$ cat src/rtl/tccw_pkg.sv
// Package for the text console character writer.
// Holds the screen geometry, the character and command codes and the command record
// shared by the front, the queue and the back end, plus helper functions for the back end.
`default_nettype none

package tccw_pkg;

  localparam int SCREEN_COLUMNS = 80;
  localparam int SCREEN_ROWS    = 25;
  localparam int TAB_SPACES     = 4;

  localparam int CELLS   = SCREEN_COLUMNS * SCREEN_ROWS;
  localparam int COL_W   = $clog2(SCREEN_COLUMNS + 1);
  localparam int CIDX_W  = $clog2(SCREEN_COLUMNS);
  localparam int ROW_W   = $clog2(SCREEN_ROWS + 1);
  localparam int PROW_W  = $clog2(SCREEN_ROWS);
  localparam int ADDR_W  = $clog2(CELLS);
  localparam int CNT_W   = $clog2(TAB_SPACES + 1);

  localparam int QUEUE_DEPTH = 4;
  localparam int QPTR_W      = $clog2(QUEUE_DEPTH);

  localparam logic [7:0] CHAR_NEWLINE = 8'h0A;
  localparam logic [7:0] CHAR_TAB     = 8'h09;
  localparam logic [7:0] CHAR_SPACE   = 8'h20;

  localparam logic [1:0] CMD_PUT   = 2'd0;
  localparam logic [1:0] CMD_CLEAR = 2'd1;
  localparam logic [1:0] CMD_READ  = 2'd2;

  localparam logic [7:0] ATTR_RESET = 8'd10;

  typedef enum logic [2:0] {
    OP_PUT   = 3'd0,
    OP_NL    = 3'd1,
    OP_CLEAR = 3'd2,
    OP_READ  = 3'd3,
    OP_NOP   = 3'd4
  } op_e;

  typedef struct packed {
    op_e              op;
    logic [7:0]       ch;
    logic [CNT_W-1:0] cnt;
    logic [4:0]       row;
    logic [6:0]       col;
  } cmd_t;

  function automatic logic [PROW_W-1:0] phys_row(input logic [PROW_W-1:0] top,
                                                  input logic [ROW_W-1:0]  row);
    logic [ROW_W:0] sum;
    sum = (ROW_W + 1)'(top) + (ROW_W + 1)'(row);
    if (sum >= (ROW_W + 1)'(SCREEN_ROWS)) begin
      sum = sum - (ROW_W + 1)'(SCREEN_ROWS);
    end
    return sum[PROW_W-1:0];
  endfunction

  function automatic logic [ADDR_W-1:0] cell_addr(input logic [PROW_W-1:0] prow,
                                                   input logic [CIDX_W-1:0] col);
    return ADDR_W'(prow) * ADDR_W'(SCREEN_COLUMNS) + ADDR_W'(col);
  endfunction

endpackage

`default_nettype wire

$ cat src/rtl/tccw_front.sv
// Front end of the text console writer: takes in a command and classifies it.
// Produces one queue record per command; depends on tccw_pkg.
`default_nettype none

module tccw_front import tccw_pkg::*; (
  input  logic       push_i,
  input  logic       q_full_i,
  input  logic [1:0] command_i,
  input  logic [7:0] char_code_i,
  input  logic [4:0] cell_row_i,
  input  logic [6:0] cell_col_i,
  output logic       enq_o,
  output cmd_t       entry_o
);

  assign enq_o = push_i && !q_full_i;

  always_comb begin
    entry_o.ch  = char_code_i;
    entry_o.cnt = CNT_W'(1);
    entry_o.row = cell_row_i;
    entry_o.col = cell_col_i;
    unique case (command_i)
      CMD_PUT: begin
        if (char_code_i == CHAR_NEWLINE) begin
          entry_o.op = OP_NL;
        end else if (char_code_i == CHAR_TAB) begin
          entry_o.op  = OP_PUT;
          entry_o.ch  = CHAR_SPACE;
          entry_o.cnt = CNT_W'(TAB_SPACES);
        end else begin
          entry_o.op = OP_PUT;
        end
      end
      CMD_CLEAR: entry_o.op = OP_CLEAR;
      CMD_READ:  entry_o.op = OP_READ;
      default:   entry_o.op = OP_NOP;
    endcase
  end

endmodule

`default_nettype wire

$ cat config.mk
export PLATFORM = sky130hd
export DESIGN_NAME = tccw_front
export DESIGN_NICKNAME = d
export VERILOG_FILES = /design/src/rtl/tccw_pkg.sv /design/src/rtl/tccw_front.sv
export SDC_FILE = /design/constraint.sdc
export NUM_CORES = 1
export LEC_CHECK = 0
export BUFFER_PORTS_ARGS = -buffer_cell sky130_fd_sc_hd__buf_2
export CAP_MARGIN = 15
export CORE_AREA = 2 2 39 41
export DETAILED_ROUTE_END_ITERATION = 10
export DIE_AREA = 0 0 41 43
export GPL_ROUTABILITY_DRIVEN = 0
export PLACE_DENSITY = 0.68
export SLEW_MARGIN = 20
export SYNTH_ARGS = -nofsm -noshare
export SYNTH_HDL_FRONTEND = slang
export SYNTH_SLANG_ARGS = --single-unit
$ cat constraint.sdc
create_clock -name vclk -period 0.8
set_input_delay 0.04 -clock vclk [all_inputs]
set_output_delay 0.04 -clock vclk [all_outputs]
set_load 0.03 [all_outputs]
After elaboration in Yosys (flattened, before gate mapping) --
Cells that the tools add are included.
Operators by class: eq/ne operators 4, mux-type cells 5, reductions and logical operators 3
Operator list (count):
- two-way mux 11 bit | 3
- equality test 8 x 4 -> 1 bit, second input constant | 2
- case mux 3 bit (3 select lines) | 1
- equality test 2 x 1 -> 1 bit, second input constant | 1
- equality test 2 bit, second input constant | 1
- logical NOT 2 bit | 1
- logical AND 1 bit | 1
- logical NOT 1 bit | 1
- two-way mux 1 bit | 1
Storage, ports and cells: register bits after elaboration 0, input bits 24, output and inout bits 27

Logic depth before layout (Yosys ltp) --
word-level depth 4, mapped depth 4, gate-level depth less buffers 4

Worst setup path after synthesis --
OpenSTA, ideal clock, no wires.
path type input -> output, from input command_i[0], to output entry_o[15] (netlist name), arrival time 1226 ps, data required time 760 ps, slack -466 ps, stages on the path 4, buffers on the path 0, cells stage by stage inv_1 > ha_1 > and4bb_2 > a21boi_0
RTL lines:
- from (decl) | line tccw_front.sv:8 | input logic [1:0] command_i,
- to (decl) | line tccw_front.sv:13 | output cmd_t entry_o

==> metrics.md <==
| Metric | Value |
|---|---|
| Run status | finished, violations left |
| Failing checks | negative setup slack |
| Standard cell with the maximum stage delay on the critical path | and4bb_4 |
| Net count reported at finish | 81 |
| CP startpoint kind | input port |
| Area of the placeable core | about 1400 um2 |
| Data arrival time of the worst path | between 0.9 and 1 ns |
| Peak supply drop | just under 200 uV |
| Average via count per standard cell | 4.26 |
| P_int | 129 uW |
| Minimum period implied by the final worst setup slack | approximately 0.95 ns |
| Top cells by instance count after synthesis | buf_4 (13), clkbuf_1 (5), inv_1 (3), nor2b_1 (3), ha_1 (2) |
| Area share of the largest cell type after synthesis | between 30% and 40% |
| Maximum achievable frequency | 1050 MHz |
| Starting density of the core | a little under a fifth |
| Portion of the clock cycle consumed by the worst path in the final layout | 119% |
| Die span in x | approximately 40 um |
| CP Data Required Time | around 0.76 ns |
| Part of the total power dissipated in the clock network | 0% |
| Count of cell instances traversed by the critical path | 6 |
| Cell Rows | 14 |
| Post-synthesis instance area | roughly 260 um2 |
| Detailed router's first-iteration violation count | 1 |
| CP Capture Point | entry_o[14] |
| Final count of pins violating max slew | 0 |
| Wire length of the first global-routing pass | 1120 um |
| P per Cell Area | 553 nW/um2 |
| Origin of the worst setup path | command_i[1] |
| Fraction of power consumed by sequential logic | 0% |
| Sw frac | between 50% and 60% |
| Synthesized netlist net count | a little over 60 |
| Combinational share of power | between 90% and 100% |
| Height of the die | about 43 um |
| Unique cell type count in the Yosys netlist | 15 |
| Tot GR Track Use | around 8.6% |
| Critical path's top delay family | simple AND/OR/NAND/NOR gates |
| Unrepaired setup endpoints after global routing | true |
| Reported leakage power | between 0.2 and 0.25 nW |
| Clock buffer count | 0 |
| Post-detail-place hpwl | 545 um |
| Antenna diode count | 0 |
| Maximum fanout along the worst path | 5 |
| Number of max-capacitance violations reported | 0 |
| Post-route worst setup slack | -0.150 ns |
| Share of cells above drive strength 1 | 84.9% |
| Slowest stage delay, CP | approximately 0.29 ns |
| Most repeated cell in the gate-level netlist after synthesis | buf_4 |
| Leading post-synthesis cells by cell area | buf_4 (38%), ha_1 (9.6%), nor4_4 (8.2%) |
| Buffers plus inverters on the worst setup path | 3 |
| Final Hold Viols | 0 |
| Post-Route WL | about 680 um |
| CTS Hold Bufs | 0 |
| First-pass iteration count of the detailed router | 2 |
| Instance count of the mapped netlist | 36 |
| Synth Warn # | 0 |
| Sum Neg Setup Slack | -0.663 ns |
| Routed length per placed instance | between 9 and 10 um |
| Final core utilization | between 30% and 40% |
| Startpoint-to-endpoint class of the critical path | input port to output port |
| Net switching power | ~150 uW |
| Vias in the first global route | 277 |
| Sequential fraction of the synthesis area | 0% |
| DRC | 0 |
| Post-synthesis cell type with the largest combined area | buf_4 |
| Growth of design area from synthesis to finish | 92.3% |
| Critical Path End Type | output port |
| Footprint of the flip-flops and latches | 0 um2 |
| Number of port buffers | 26 |
| Sum of overflow across all layers after global routing | 0 |
| # IOs | between 50 and 60 |
| Routed vias | 294 |
| Initial antenna violation count | 0 |
| Largest net degree at the start of global routing | 7 |
| Sequential cell count | 0 |
| Hold Path Cell Cnt | 0 |
| Class of the tightest hold or removal check | input port to output port |
| Avg Synthesized Cell Area | just over 7 um2 |
| DIE AREA | between 1500 and 2000 um2 |
| Remaining antenna violation count | 0 |
| Worst path cell trace | buf_8 -> inv_4 -> ha_4 -> and4bb_4 -> and3_4 -> buf_6 |
| Number of failing setup endpoints in the final timing report | 6 |
## cell families (layout without fill, tap and decap cells)
kind of cell,after synthesis,count (layout),synth area share (%)
AND/OR/NAND/NOR,8,8,27.4
adder cells (fa/ha/maj),2,2,9.61
AO/OA/AOI/OAI,4,4,12.5
other,1,1,1.44
buffers and inverters,21,38,49.0
## per-stage QoR
step                      worst slack (ns)  hold slack (ns)  std cells  area (um2)  total power, mW
after floorplan                    -0.0670            0.190         36         290            0.248
after global placement              -0.292           0.0802         66         369            0.219
after detailed placement            -0.310           0.0802         66         369            0.222
after CTS                           -0.152           0.0802         68         475            0.267
after global routing                -0.192           0.0801         69         500            0.300
final                               -0.150           0.0800         69         500            0.277
## worst min path at each step
| stage | start | endpoint | slack [ns] |
|---|---|---|---|
| finish | cell_col_i[0] | entry_o[0] | 0.08 |
| global route | cell_col_i[0] | entry_o[0] | 0.08 |
| CTS | cell_row_i[4] | entry_o[11] | 0.08 |
| detailed placement | cell_row_i[4] | entry_o[11] | 0.08 |
| global placement | cell_row_i[4] | entry_o[11] | 0.08 |
| floorplan | q_full_i | enq_o | 0.19 |
## layer usage
| metal | GRT usage, % | up-vias | share of wire (%) |
|---|---|---|---|
| li1 | - | 136 | - |
| met1 | 9.81 | 131 | 36 |
| met2 | 16.3 | 25 | 47 |
| met3 | 1.05 | 2 | 17 |
| met4 | 0.667 | 0 | 0.59 |
| met5 | 0 | - | 0 |
## power groups by stage
stage	registers (mW)	logic, mW	clock network (mW)
CTS	0	0.267	0
floorplan	0	0.248	0
detailed placement	0	0.222	0
global route	0	0.300	0
global placement	0	0.219	0
finish	0	0.277	0
## cell usage in the layout (no fill, tap or decap)
| master | count |
|---|---|
| buf_2 | 16 |
| buf_6 | 11 |
| buf_4 | 7 |
| nor2b_1 | 3 |
| inv_4 | 2 |
| nor4_4 | 1 |
| and4bb_4 | 1 |
| inv_1 | 1 |
| a31oi_4 | 1 |
| a21boi_2 | 1 |
| and3_4 | 1 |
| nand3_1 | 1 |
| nor3b_1 | 1 |
| a41o_4 | 1 |
| a31o_4 | 1 |
| ha_4 | 1 |
| ha_1 | 1 |
| conb_1 | 1 |
| buf_8 | 1 |
## timing repair
action,in CTS,in global routing
gates resized for setup,22,3
setup buffers,2,1
pin swaps,6,5
setup endpoints to repair,6,6
endpoints found under the hold margin,0,0
## layout make-up
type	count	area (um2)
multi-input combinational	15	193
timing repair buffer	35	272
inverter	3	16.3
tap	16	20.0
fill	141	883
Note: power is estimated with default switching activity, not from simulation.
