[src/rtl/tccw_pkg.sv]
// Package for the text console character writer.
// Holds the screen geometry, the character and command codes and the command record
// shared by the front, the queue and the back end, plus helper functions for the back end.
`default_nettype none

package tccw_pkg;

  localparam int SCREEN_COLUMNS = 80;
  localparam int SCREEN_ROWS    = 25;
  localparam int TAB_SPACES     = 4;

  localparam int CELLS   = SCREEN_COLUMNS * SCREEN_ROWS;
  localparam int COL_W   = $clog2(SCREEN_COLUMNS + 1);
  localparam int CIDX_W  = $clog2(SCREEN_COLUMNS);
  localparam int ROW_W   = $clog2(SCREEN_ROWS + 1);
  localparam int PROW_W  = $clog2(SCREEN_ROWS);
  localparam int ADDR_W  = $clog2(CELLS);
  localparam int CNT_W   = $clog2(TAB_SPACES + 1);

  localparam int QUEUE_DEPTH = 4;
  localparam int QPTR_W      = $clog2(QUEUE_DEPTH);

  localparam logic [7:0] CHAR_NEWLINE = 8'h0A;
  localparam logic [7:0] CHAR_TAB     = 8'h09;
  localparam logic [7:0] CHAR_SPACE   = 8'h20;

  localparam logic [1:0] CMD_PUT   = 2'd0;
  localparam logic [1:0] CMD_CLEAR = 2'd1;
  localparam logic [1:0] CMD_READ  = 2'd2;

  localparam logic [7:0] ATTR_RESET = 8'd10;

  typedef enum logic [2:0] {
    OP_PUT   = 3'd0,
    OP_NL    = 3'd1,
    OP_CLEAR = 3'd2,
    OP_READ  = 3'd3,
    OP_NOP   = 3'd4
  } op_e;

  typedef struct packed {
    op_e              op;
    logic [7:0]       ch;
    logic [CNT_W-1:0] cnt;
    logic [4:0]       row;
    logic [6:0]       col;
  } cmd_t;

  function automatic logic [PROW_W-1:0] phys_row(input logic [PROW_W-1:0] top,
                                                  input logic [ROW_W-1:0]  row);
    logic [ROW_W:0] sum;
    sum = (ROW_W + 1)'(top) + (ROW_W + 1)'(row);
    if (sum >= (ROW_W + 1)'(SCREEN_ROWS)) begin
      sum = sum - (ROW_W + 1)'(SCREEN_ROWS);
    end
    return sum[PROW_W-1:0];
  endfunction

  function automatic logic [ADDR_W-1:0] cell_addr(input logic [PROW_W-1:0] prow,
                                                   input logic [CIDX_W-1:0] col);
    return ADDR_W'(prow) * ADDR_W'(SCREEN_COLUMNS) + ADDR_W'(col);
  endfunction

endpackage

`default_nettype wire

[src/rtl/tccw_fifo.sv]
// Short command queue between the front end and the back end.
// Stores classified command records; depends on tccw_pkg.
`default_nettype none

module tccw_fifo import tccw_pkg::*; (
  input  logic clk_i,
  input  logic rst_ni,
  input  logic enq_i,
  input  cmd_t data_i,
  output logic full_o,
  input  logic deq_i,
  output logic empty_o,
  output cmd_t data_o
);

  cmd_t              entries_q [QUEUE_DEPTH];
  logic [QPTR_W-1:0] wr_ptr_q, wr_ptr_d;
  logic [QPTR_W-1:0] rd_ptr_q, rd_ptr_d;
  logic [QPTR_W:0]   count_q, count_d;
  logic              do_enq, do_deq;

  assign full_o  = (count_q == (QPTR_W + 1)'(QUEUE_DEPTH));
  assign empty_o = (count_q == '0);
  assign data_o  = entries_q[rd_ptr_q];
  assign do_enq  = enq_i && !full_o;
  assign do_deq  = deq_i && !empty_o;

  always_comb begin
    wr_ptr_d = do_enq ? wr_ptr_q + QPTR_W'(1) : wr_ptr_q;
    rd_ptr_d = do_deq ? rd_ptr_q + QPTR_W'(1) : rd_ptr_q;
    count_d  = count_q;
    if (do_enq && !do_deq) begin
      count_d = count_q + (QPTR_W + 1)'(1);
    end else if (do_deq && !do_enq) begin
      count_d = count_q - (QPTR_W + 1)'(1);
    end
  end

  always_ff @(posedge clk_i or negedge rst_ni) begin
    if (!rst_ni) begin
      wr_ptr_q <= '0;
      rd_ptr_q <= '0;
      count_q  <= '0;
    end else begin
      wr_ptr_q <= wr_ptr_d;
      rd_ptr_q <= rd_ptr_d;
      count_q  <= count_d;
    end
  end

  always_ff @(posedge clk_i) begin
    if (do_enq) begin
      entries_q[wr_ptr_q] <= data_i;
    end
  end

endmodule

`default_nettype wire

[config.mk]
export PLATFORM = sky130hd
export DESIGN_NAME = tccw_fifo
export DESIGN_NICKNAME = d
export VERILOG_FILES = /design/src/rtl/tccw_pkg.sv /design/src/rtl/tccw_fifo.sv
export SDC_FILE = /design/constraint.sdc
export NUM_CORES = 1
export LEC_CHECK = 0
export BUFFER_PORTS_ARGS = -buffer_cell sky130_fd_sc_hd__buf_2
export CORE_AREA = 2 2 77 108
export DETAILED_ROUTE_END_ITERATION = 8
export DIE_AREA = 0 0 79 110
export PLACE_DENSITY = 0.87
export SYNTH_ARGS = -nofsm -noshare
export SYNTH_HDL_FRONTEND = slang
export SYNTH_SLANG_ARGS = --single-unit
[constraint.sdc]
create_clock -name clk_i -period 2.25 [get_ports clk_i]
set_input_delay 0.1125 -clock clk_i [delete_from_list [all_inputs] [get_ports clk_i]]
set_output_delay 0.1125 -clock clk_i [all_outputs]
set_load 0.005 [all_outputs]
; Word-level counts from Yosys, hierarchy flattened
; Memories as Yosys holds them, arrays and structs flattened.
; Index checks and enable logic that the tools add are counted.
; Widths: inputs -> output; s select.
[classes]
mux = 4
n_eq_ne = 1
reduce_logical = 10
addsub = 4
[op_table]
columns = operator, count
row1 = $mux 3, 2
row2 = $add 2x1->2 const B, 2
row3 = $logic_and 1x1->1, 4
row4 = $logic_not 1->1, 4
row5 = $add 3x1->3 const B, 1
row6 = $eq 3x3->1 const B, 1
row7 = $logic_not 3->1, 1
row8 = $sub 3x1->3 const B, 1
row9 = $mux 1, 2
row10 = $reduce_bool 2->1, 1
[totals]
elab_cells = 23
input_bits = 30
ramBits = 104
out_inout_bits = 28
n_memories = 1
regBits = 7
[mem_list]
columns = name, depth, width, rd, rd_ports_with_merged_regs, write_ports, line_no
row1 = entries_q, 4, 26, 1, 0, 1, tccw_fifo.sv:16  ; cmd_t entries_q [QUEUE_DEPTH];

; Depth between registers and ports, before layout
[depth]
depth_word = 7
mapped_depth = 9
ltp_nobuf = 8

; Least setup slack after synthesis
; OpenSTA, ideal clock, no wires.
[synth_timing]
path_type = register to register
startpoint = register count_q[0]
endpoint = register count_q[2]
stages_incl_launch_ff = 9
t_arrival_ns = 1.898
required_ns = 2.171
n_path_buf = 0
setup_time_ns = 0.079
setup_slack_ns = 0.273
cell_sequence = dfrtp_1 -> or3_1 -> nand2_1 -> ha_1 -> inv_1 -> fa_1 -> xor2_1 -> nor2_1 -> xor2_1
[synth_via]
elab_chain_len = 6
[synth_lines]
columns = item, line_no
row1 = "start, declared", tccw_fifo.sv:19  ; logic [QPTR_W:0] count_q, count_d;
row2 = "start signal, assigned", tccw_fifo.sv:47  ; count_q <= count_d;
row3 = branches (longest 6 deep; another with $sub 3x1->3), n/a
; Several ways; the timed one is not identified. The select of a mux whose other input is x is not followed.
; A chain may end at the register's enable or synchronous reset.

; Worst setup path in the final report
; Ends and elaborated chain as after synthesis.

==> key figures <==
Setup path
  – Reg2Reg Depth: 8
  – Arr. time, crit path: 2.38 ns
  – CP dominant cell by count: xor2_1
  – Highest-delay cell along the critical path: dfrtp_2
  – Critical Path Sink Type: flip-flop
  – Worst path required time: 2.53 ns
  – R2R setup slack: 0.15 ns
  – RR Endpoint: count_q[2]$_DFFE_PN0P_
  – Crit path kind: reg -> reg
  – CP peak stage delay: 0.45 ns
  – CP Cell Sequence: or3_4 -> nand2_1 -> ha_1 -> inv_1 -> fa_1 -> xor2_1 -> nor2_1 -> xor2_1
  – CP Launch Type: flip-flop
  – Worst reg2reg path startpoint: count_q[0]$_DFFE_PN0P_
  – Worst-path fanout max: 4

Global route
  – GRT Overall Usage: 0.165
  – Vias in the first global route: 2056
  – First-pass GRT wire length: 10300 µm
  – GRT overflow: 0
  – Largest net degree at the start of global routing: 27
  – Initial antenna violation count: 0

Floorplan
  – Die Wd: 79 µm
  – Die Area: 8690 µm²
  – Core area: 7700 µm²
  – Die Ht: 110 µm
  – Rows: 38
  – I/O Pins: 58
  – Initial Utilization: 0.549

Layout
  – Syn-to-layout area delta: 21.5%
  – Antenna Cells: 0
  – Layout cells sized above 1: 0.378
  – # nets final: 306
  – Most common cell after layout, fill and taps aside: edfxtp_1
  – Most frequent cells in the layout: edfxtp_1, buf_2, dlygate4sd3_1
  – Fill count: 520
  – Fin util: 0.667

Power
  – VDD IR max: 611 µV
  – Clk network pwr share: 0.196
  – Logic gate share of total power: 0.307
  – Sw power: 1.59 mW
  – Share of power burned in registers: 0.496
  – Net Sw Frac: 0.270
  – Pwr Density: 1150 nW/µm²
  – LEAKAGE: 1.85 nW
  – Cell internal pwr: 4.30 mW

Timing
  – Min Tclk post-route: 2.10 ns
  – Final Max Slew Viols: 0
  – Unrepaired setup endpoints after global routing: no
  – Clock Skew: 0.00799 ns
  – Actual slew at the worst max-slew pin: 0.378 ns
  – FMAX: 0.475 GHz
  – Sum Neg Setup Slack: 0 ns
  – Final Cycle Share: 0.936
  – # setup viols final: 0
  – Hold Violations, Final: 0
  – Slew headroom: 0.748

Synthesis
  – Warnings from Yosys: 0
  – Post-Syn Area: 4230 µm²
  – FF+latch count, synth: 111
  – Post-synthesis sequential area ratio: 0.780
  – Post-Syn Nets: 208
  – Synth unique cells: 21
  – Mean Syn Cell Area: 24.6 µm²
  – Gate Count Post-Synth: 172

Route
  – Pre-antenna DRT Iters: 4
  – Via count: 1936
  – Post-DR vias/cell: 5.16
  – Drt drc: 0
  – Detailed Route Iter0 Violations: 149
  – Wire per inst: 17.8 µm
  – Drt total wl: 6670 µm
  – ANT nets after route: 0

Worst hold path
  – Worst min path class: in -> reg
  – Hold path endpoint: rd_ptr_q[1]$_DFFE_PN0P_
  – Min-delay src: deq_i
  – Cells on Worst Hold Path: 3

Run status
  – Outcome: complete, no violations

Clocking
  – Post-CTS Setup Bufs: 0
  – CTS sink count: 111
  – Clock network latency to the later pin of the worst-skew pair: 0.35 ns
  – Bufs on Longest Clock Path: 2
  – Root Driver: clkbuf_8
  – Clock slew at reported path FFs: 0.09 ns
  – TritonCTS clock tree: built
  – CTS buffer count: 9
  – CTS H-tree depth: 3

Placed design
  – Hpwl dp: 4210 µm
  – Final GP Congestion: 0.684
  – # port buffers: 57

Job
  – Max Cap Viol: 0
[metal layers]
metal / up-vias / track usage / part of all wire
li1: 906 / - / -
met1: 980 / 0.205 / 0.41
met2: 40 / 0.281 / 0.53
met3: 10 / 0.0277 / 0.035
met4: 0 / 0.0850 / 0.024
met5: - / 0 / 0
[how the worst max path moves through the flow]
stage,from,to,slack (ns),cells after the start
floorplan,count_q[0]$_DFFE_PN0P_,count_q[2]$_DFFE_PN0P_,0.27,8
global placement,count_q[0]$_DFFE_PN0P_,count_q[2]$_DFFE_PN0P_,0.23,8
detailed placement,count_q[0]$_DFFE_PN0P_,count_q[2]$_DFFE_PN0P_,0.12,8
CTS,count_q[0]$_DFFE_PN0P_,count_q[2]$_DFFE_PN0P_,0.09,8
global route,count_q[0]$_DFFE_PN0P_,count_q[2]$_DFFE_PN0P_,0.007,8
finish,count_q[0]$_DFFE_PN0P_,count_q[2]$_DFFE_PN0P_,0.15,8
[logic make-up after synthesis]
logic type / synth area share
buffers and inverters: 0.0219
adders and majority gates: 0.0195
and+or+nand+nor: 0.0148
DFF: 0.780
muxes: 0.152
xor gates and xnor gates: 0.0124
[sequential cells by signal, indices dropped and copies added, names as in the netlist]
signal and flops:
wr_ptr_q 2, count_q 3, entries_q 104, rd_ptr_q 2
[per-stage QoR]
step	instance area, µm²	worst slack (ns)	hold slack (ns)	power [mW]	instances
2_1_floorplan	4230	0.273	-0.183	4.14	172
3_3_place_gp	4660	0.226	-0.0473	4.71	332
3_5_place_dp	4660	0.121	-0.0390	4.79	332
4_1_cts	5130	0.0928	0.0287	5.96	375
5_1_grt	5140	0.00723	0.0552	6.22	375
6_report	5140	0.145	0.0561	5.90	375
[critical path, delay by kind of cell (launching register included)]
family	cells	cell delay, ns
simple gates	3	0.64
fa+ha+maj	2	0.56
flops	1	0.45
xor+xnor	2	0.31
buf+inv	1	0.06
[timing repair]
item | in CTS | in global routing
hold buffers | 27 | 0
setup endpoints to repair | 0 | 1
resized for setup | 0 | 2
endpoints found under the hold margin | 111 | 0
[cells in the mapped netlist]
cell type	count	area (µm²)
nor2b_1	1	6.26
mux2_4	1	15.0
mux4_2	18	405
dfrtp_1	7	175
nand2_1	1	3.75
ha_1	5	62.6
buf_12	2	40.0
buf_6	2	22.5
edfxtp_1	104	3120
nor3b_2	1	12.5
inv_1	4	15.0
mux2_2	1	11.3
fa_1	1	20.0
buf_2	3	15.0
mux4_1	8	210
xor2_1	2	17.5
or3_1	1	6.26
nor2_1	1	3.75
xnor2_1	4	35.0
nand3_1	1	5.00
and2_1	4	25.0
[power by group through the flow]
stage	clock, mW	sequential (mW)	combinational (mW)
CTS	1.18	2.93	1.85
detailed placement	0	2.98	1.81
global placement	0	2.95	1.76
finish	1.16	2.93	1.81
floorplan	0	2.88	1.26
global route	1.27	2.97	1.98
[cell type report]
class	count	area [µm²]	area share
repair buffers	94	656	0.128
multi-input cells	50	845	0.164
inverters	4	15.0	0.00292
well taps	100	125	0.0243
clock buffers	13	159	0.0309
flip-flops and latches	111	3300	0.642
clock inverters	3	41.3	0.00803
(Power assumes the default switching activity.)
